`config.mk`:
```
export PLATFORM = sky130hd
export DESIGN_NAME = lru_key_cache
export DESIGN_NICKNAME = d
export VERILOG_FILES = /design/src/rtl/lkc_pkg.sv /design/src/rtl/lkc_cell.sv /design/src/rtl/lru_key_cache.sv
export SDC_FILE = /design/constraint.sdc
export NUM_CORES = 1
export LEC_CHECK = 0
export ABC_AREA = 0
export BUFFER_PORTS_ARGS = -buffer_cell sky130_fd_sc_hd__clkbuf_2
export CORE_MARGIN = 5
export CORE_UTILIZATION = 25
export DETAILED_ROUTE_END_ITERATION = 10
export PLACE_DENSITY = 0.46
export SYNTH_ARGS = -nofsm -noshare
export SYNTH_HDL_FRONTEND = slang
export SYNTH_SLANG_ARGS = --single-unit
```
`constraint.sdc`:
```
create_clock -name i_clk -period 11.8 [get_ports i_clk]
set_input_delay 1.77 -clock i_clk [delete_from_list [all_inputs] [get_ports i_clk]]
set_output_delay 1.77 -clock i_clk [all_outputs]
set_load 0.005 [all_outputs]
```
`src/rtl/lkc_pkg.sv`:
```
// Shared types and constants for the LRU key cache.
package lkc_pkg;

    // Fixed field widths of the stream payloads
    localparam int KEY_IN_W  = 32;
    localparam int RANK_W    = 6;
    localparam int OUT_W     = 40;

    // Output tdata bit positions, lowest field first
    localparam int OUT_HIT_LSB   = 0;
    localparam int OUT_RANK_LSB  = 1;
    localparam int OUT_EVV_LSB   = 7;
    localparam int OUT_EVK_LSB   = 8;

    // Per-cycle control given to each cell
    typedef struct packed {
        logic cmp_en;   // capture the match flag against the broadcast key
        logic shift_en; // take key and valid from the neighbour in front
    } t_cell_ctrl;

endpackage

```
`src/rtl/lkc_cell.sv`:
```
// One directory cell: a stored key, its valid bit and a registered match flag.
module lkc_cell #(
    parameter int KW = 32
) (
    input  logic               i_clk,
    input  logic               i_rst_n,
    input  lkc_pkg::t_cell_ctrl i_ctrl,
    input  logic [KW-1:0]      i_cmp_key,
    input  logic [KW-1:0]      i_prev_key,
    input  logic               i_prev_valid,
    output logic [KW-1:0]      o_key,
    output logic               o_valid,
    output logic               o_match
);

    logic [KW-1:0] r_key;
    logic          r_valid;
    logic          r_match;

    // Control state: valid bit and match flag
    always_ff @(posedge i_clk) begin
        if (!i_rst_n) begin
            r_valid <= 1'b0;
            r_match <= 1'b0;
        end else begin
            if (i_ctrl.cmp_en) begin
                r_match <= r_valid && (r_key == i_cmp_key);
            end
            if (i_ctrl.shift_en) begin
                r_valid <= i_prev_valid;
            end
        end
    end

    // Key payload moves one slot back on a shift
    always_ff @(posedge i_clk) begin
        if (i_ctrl.shift_en) begin
            r_key <= i_prev_key;
        end
    end

    assign o_key   = r_key;
    assign o_valid = r_valid;
    assign o_match = r_match;

endmodule

```
`src/rtl/lru_key_cache.sv`:
```
// Top level of the fully associative LRU key cache built as a row of cells.
//
//  Channel  Dir  Handshake                          Payload
//  s_axis   in   i_s_axis_tvalid / o_s_axis_tready  tdata[31:0] lookup_key
//  m_axis   out  o_m_axis_tvalid / i_m_axis_tready  tdata[39:0] hit, hit_rank,
//                                                   evicted_valid, evicted_key
//
// On acceptance every cell compares its key with the request; afterwards, in the
// busy state, the row updates its recency order.
// The next request is taken once the row has been updated, since its lookup
// depends on that order. Reset empties every cell at once; no clearing pass.
// If the result register is still occupied, the update waits in place until
// the earlier result is taken.
module lru_key_cache #(
    parameter int CAPACITY = 20,
    parameter int KEY_BITS = 32
) (
    input  logic        i_clk,
    input  logic        i_rst_n,
    input  logic        i_s_axis_tvalid,
    output logic        o_s_axis_tready,
    input  logic [31:0] i_s_axis_tdata,  // [31:0] lookup_key
    output logic        o_m_axis_tvalid,
    input  logic        i_m_axis_tready,
    output logic [39:0] o_m_axis_tdata  // [0] hit, [6:1] hit_rank,
                                        // [7] evicted_valid, [39:8] evicted_key
);

    localparam int KW    = (KEY_BITS < lkc_pkg::KEY_IN_W) ? KEY_BITS : lkc_pkg::KEY_IN_W;
    localparam int IDX_W = (CAPACITY > 1) ? $clog2(CAPACITY) : 1;

    localparam logic ST_IDLE = 1'b0;
    localparam logic ST_BUSY = 1'b1;

    logic                     r_state;
    logic                     n_state;
    logic [KW-1:0]            r_key;
    logic                     r_out_valid;
    logic [lkc_pkg::OUT_W-1:0] r_out_data;

    logic                     w_accept;
    logic                     w_update;
    logic                     w_hit;
    logic [IDX_W-1:0]         w_rank;
    logic                     w_evict;
    logic [lkc_pkg::OUT_W-1:0] w_out_data;

    logic [KW-1:0]            w_key   [CAPACITY];
    logic                     w_valid [CAPACITY];
    logic [CAPACITY-1:0]      w_match;
    lkc_pkg::t_cell_ctrl      w_ctrl  [CAPACITY];

    assign o_s_axis_tready = (r_state == ST_IDLE);
    assign w_accept        = i_s_axis_tvalid && o_s_axis_tready;
    assign w_update        = (r_state == ST_BUSY) && (!r_out_valid || i_m_axis_tready);

    // Sequencer: compare cycle, then update cycle
    always_comb begin
        n_state = r_state;
        unique case (r_state)
            ST_IDLE: begin
                if (w_accept) begin
                    n_state = ST_BUSY;
                end
            end
            ST_BUSY: begin
                if (w_update) begin
                    n_state = ST_IDLE;
                end
            end
            default: n_state = ST_IDLE;
        endcase
    end

    always_ff @(posedge i_clk) begin
        if (!i_rst_n) begin
            r_state <= ST_IDLE;
        end else begin
            r_state <= n_state;
        end
    end

    // Request key held for the update cycle
    always_ff @(posedge i_clk) begin
        if (w_accept) begin
            r_key <= i_s_axis_tdata[KW-1:0];
        end
    end

    // Keys are unique in the row, so at most one match: encode by OR
    always_comb begin
        w_rank = '0;
        for (int i = 0; i < CAPACITY; i++) begin
            if (w_match[i]) begin
                w_rank = w_rank | IDX_W'(i);
            end
        end
    end

    assign w_hit   = |w_match;
    assign w_evict = !w_hit && w_valid[CAPACITY-1];

    // Row of cells; cell 0 takes the request key
    for (genvar g = 0; g < CAPACITY; g++) begin : g_cell
        assign w_ctrl[g].cmp_en   = w_accept;
        assign w_ctrl[g].shift_en = w_update && (!w_hit || (IDX_W'(g) <= w_rank));

        if (g == 0) begin : g_front
            lkc_cell #(.KW(KW)) u_cell (
                .i_clk        (i_clk),
                .i_rst_n      (i_rst_n),
                .i_ctrl       (w_ctrl[g]),
                .i_cmp_key    (i_s_axis_tdata[KW-1:0]),
                .i_prev_key   (r_key),
                .i_prev_valid (1'b1),
                .o_key        (w_key[g]),
                .o_valid      (w_valid[g]),
                .o_match      (w_match[g])
            );
        end else begin : g_rest
            lkc_cell #(.KW(KW)) u_cell (
                .i_clk        (i_clk),
                .i_rst_n      (i_rst_n),
                .i_ctrl       (w_ctrl[g]),
                .i_cmp_key    (i_s_axis_tdata[KW-1:0]),
                .i_prev_key   (w_key[g-1]),
                .i_prev_valid (w_valid[g-1]),
                .o_key        (w_key[g]),
                .o_valid      (w_valid[g]),
                .o_match      (w_match[g])
            );
        end
    end

    // Result word
    always_comb begin
        w_out_data = '0;
        w_out_data[lkc_pkg::OUT_HIT_LSB] = w_hit;
        w_out_data[lkc_pkg::OUT_RANK_LSB +: lkc_pkg::RANK_W] =
            lkc_pkg::RANK_W'(w_rank);
        w_out_data[lkc_pkg::OUT_EVV_LSB] = w_evict;
        if (w_evict) begin
            w_out_data[lkc_pkg::OUT_EVK_LSB +: lkc_pkg::KEY_IN_W] =
                lkc_pkg::KEY_IN_W'(w_key[CAPACITY-1]);
        end
    end

    // Output register
    always_ff @(posedge i_clk) begin
        if (!i_rst_n) begin
            r_out_valid <= 1'b0;
        end else if (w_update) begin
            r_out_valid <= 1'b1;
        end else if (i_m_axis_tready) begin
            r_out_valid <= 1'b0;
        end
    end

    always_ff @(posedge i_clk) begin
        if (w_update) begin
            r_out_data <= w_out_data;
        end
    end

    assign o_m_axis_tvalid = r_out_valid;
    assign o_m_axis_tdata  = r_out_data;

endmodule

```
==> results.sh <==
export IMPL_hold_buffers=0
export IMPL_synth_top_cell_by_area="edfxtp_1"
export IMPL_cts_clk_slew_worst_paths_ns=0.06
export IMPL_drc=0
export IMPL_synth_most_common_cell="edfxtp_1"
export IMPL_min_period_over_period_pct=35.5
export IMPL_syn_nets=1924
export IMPL_netlist_area_sq_mm=0.0307
export IMPL_yosysSeqAreaShare_pct=72.2
export IMPL_wl_per_cell_um=24.6
export IMPL_crit_type="in2reg"
export IMPL_ys_ff_latch=753
export IMPL_async_flop_share_pct=0
export IMPL_io_buffers=76
export IMPL_skew_ns=0.0296
export IMPL_pwr_density_cell_mw_per_mm2=172
export IMPL_synth_top_area_share_pct=69.5
export IMPL_cp_required_ns=12.36
export IMPL_avgSynthCellArea_sq_um=16.3
export IMPL_slew_violations=0
export IMPL_place_gp_congestion=0.816
export IMPL_crit_path_cell_trace="clkbuf_2 -> nand2_1 -> inv_2 -> buf_4 -> nand4_1 -> nor4_1 -> nand4_1 -> a21boi_0"
export IMPL_cts_inserted_buffers=80
export IMPL_grt_pass1_vias=17028
export IMPL_setup_viol=0
export IMPL_area_delta_synth_final_pct=16.9
export IMPL_post_cts_buffers=0
export IMPL_cp_slowest_cell="nor4_1"
export IMPL_crit_start="i_s_axis_tvalid"
export IMPL_dp_hpwl_um=61400
export IMPL_period_needed_ns=4.19
export IMPL_chipWidth_um=361
export IMPL_cp_top_family="simple AND/OR/NAND/NOR gates"
export IMPL_io_pins=78
export IMPL_arrival_ns=4.75
export IMPL_grt_pass1_wl_um=129000
export IMPL_slew_headroom_pct=11.9
export IMPL_finalHoldViolCount=0
export IMPL_clk_path_buf_depth=3
export IMPL_cts_tree="yes"
export IMPL_p_leak_uw=0.0116
export IMPL_rsz0062_at_grt="no"
export IMPL_fp_row_count=128
export IMPL_clock_sinks=753
export IMPL_final_area_sq_mm=0.0359
export IMPL_die_area_sq_mm=0.130
export IMPL_drv_cap=0
export IMPL_yosys_top_cells_count="711 x edfxtp_1, 400 x xor2_1, 240 x xnor2_1, 125 x nor4_1, 100 x nand4_1"
export IMPL_track_usage_pct=13.7
export IMPL_initial_core_util_pct=25.2
export IMPL_overflow=0
export IMPL_routed_wl_um=91200
export IMPL_die_h_um=361
export IMPL_synthFlopType="edfxtp_1"
export IMPL_max_stage_delay_ns=0.65
export IMPL_worst_pin_slew_ns=1.32
export IMPL_nNetsFinal=2054
export IMPL_place_area_sq_mm=0.0334
export IMPL_detail_route_antenna_nets=0
export IMPL_peakVddDrop_v=0.000102
export IMPL_synth_enable_flop_cells=711
export IMPL_yosys_warnings=0
export IMPL_cts_resized=0
export IMPL_avgViaCountPerCell=4.37
export IMPL_grt_max_degree=50
export IMPL_drive_gt1_share_pct=13.1
export IMPL_hold_start="r_key[16]"
export IMPL_clock_root_buffer="clkbuf_16"
export IMPL_worstSetupEndpointType="register"
export IMPL_setup_tns_ns=0
export IMPL_synthTopCellsByArea="edfxtp_1 69%, xor2_1 11%, xnor2_1 6.8%"
export IMPL_antenna_found_initial=2
export IMPL_crit_fanout=43
export IMPL_dr_first_iter_drc_count=1278
export IMPL_outcome="complete, no violations"
export IMPL_core_region_area_sq_mm=0.122
export IMPL_hold_path_class="reg2reg"
export IMPL_startpoint_type="input pin"
export IMPL_r2r_start="r_state"
export IMPL_crit_buf_inv=3
export IMPL_syn_inst=1888
export IMPL_clk_latency_ns=0.65
export IMPL_first_pass_iters=6
export IMPL_htree_levels=3
export IMPL_num_vias=16207
export IMPL_crit_path_frequent_cell="nand4_1"
export IMPL_max_freq_ghz=0.239
export IMPL_synthDistinctLibCells=43
[where the power goes]
part | switching, uW | leakage, uW | internal (uW)
Combinational | 305 | 0.00333 | 147
Sequential | 117 | 0.00700 | 3120
Clock | 1060 | 0.00127 | 1440
Total | 1490 | 0.0116 | 4700
[metal layers]
| metal | up-vias | part of all wire [%] | track usage [%] |
|---|---|---|---|
| met1 | 8382 | 45 | 18.8 |
| met3 | 124 | 5.3 | 2.73 |
| li1 | 7227 | - | - |
| met2 | 472 | 47 | 22.3 |
| met5 | - | 0.0099 | 0 |
| met4 | 2 | 2.6 | 3.63 |
[through the flow]
step           cells  total power [uW]  util, %  setup slack, ns  hold slack, ns
3_3_place_gp    3561              3750     27.3             7.02           0.400
2_1_floorplan   1888              3520        -             5.78           0.400
3_5_place_dp    3561              3750     27.3             6.91           0.405
4_1_cts         3710              6260     29.4             7.60           0.417
5_1_grt         3710              6420     29.4             7.44           0.423
6_report        3711              6190     29.5             7.61           0.416
[sequential cells by signal, indices dropped and copies added (netlist names)]
name	flops
r_state	1
g_cell.g_rest.u_cell.o_match	19
g_cell.g_front.u_cell.o_valid	1
o_m_axis_tvalid	1
o_m_axis_tdata	39
g_cell.g_front.u_cell.o_match	1
r_key	32
g_cell.g_rest.u_cell.o_valid	19
g_cell.g_rest.u_cell.o_key	608
g_cell.g_front.u_cell.o_key	32
[placed cells by master, fill, tap and decap left out, types with 7 or more instances in the layout]
cell       instances
nor2_1             8
clkinv_2          14
clkbuf_2          76
a21oi_4            7
nand3_1            7
dfxtp_1           42
xor2_1           400
clkinv_1          13
a21boi_0          24
mux2i_1           11
clkbuf_1          21
clkbuf_16         83
xnor2_1          240
o21ai_0            8
nor4_1           125
nor2b_1            9
buf_4             50
clkbuf_8           8
nand4_1          100
and2_1            33
nand2_1           41
edfxtp_1         711
[final cells by class]
cell class	instances	area [sq um]
well taps	1625	2030
clock buffers	112	2270
clock inverters	37	320
inverters	8	30.0
diodes	1	2.50
multi-input cells	1049	8340
fillers	12290	86100
flip-flops and latches	753	22200
repair buffers	126	756
[path summary, 6_finish.rpt]
path | end | slack (ns) | depth (start not counted)
min reg2reg | g_cell[0].g_front.u_cell.o_key[16] | 0.42 | 0
min | g_cell[0].g_front.u_cell.o_key[16] | 0.42 | 0
max reg2reg | g_cell[0].g_front.u_cell.o_match | 8.38 | 8
max | g_cell[0].g_front.u_cell.o_match | 7.61 | 8
[kinds of logic after synthesis]
logic type | share of synthesized area [%]
AO/OA/AOI/OAI | 1.22
XOR/XNOR | 18.2
buffers and inverters | 1.18
flip-flops | 72.2
multiplexers | 0.358
other | 0.0122
AND/OR/NAND/NOR | 6.80
Power figures use the tool's default switching activity.
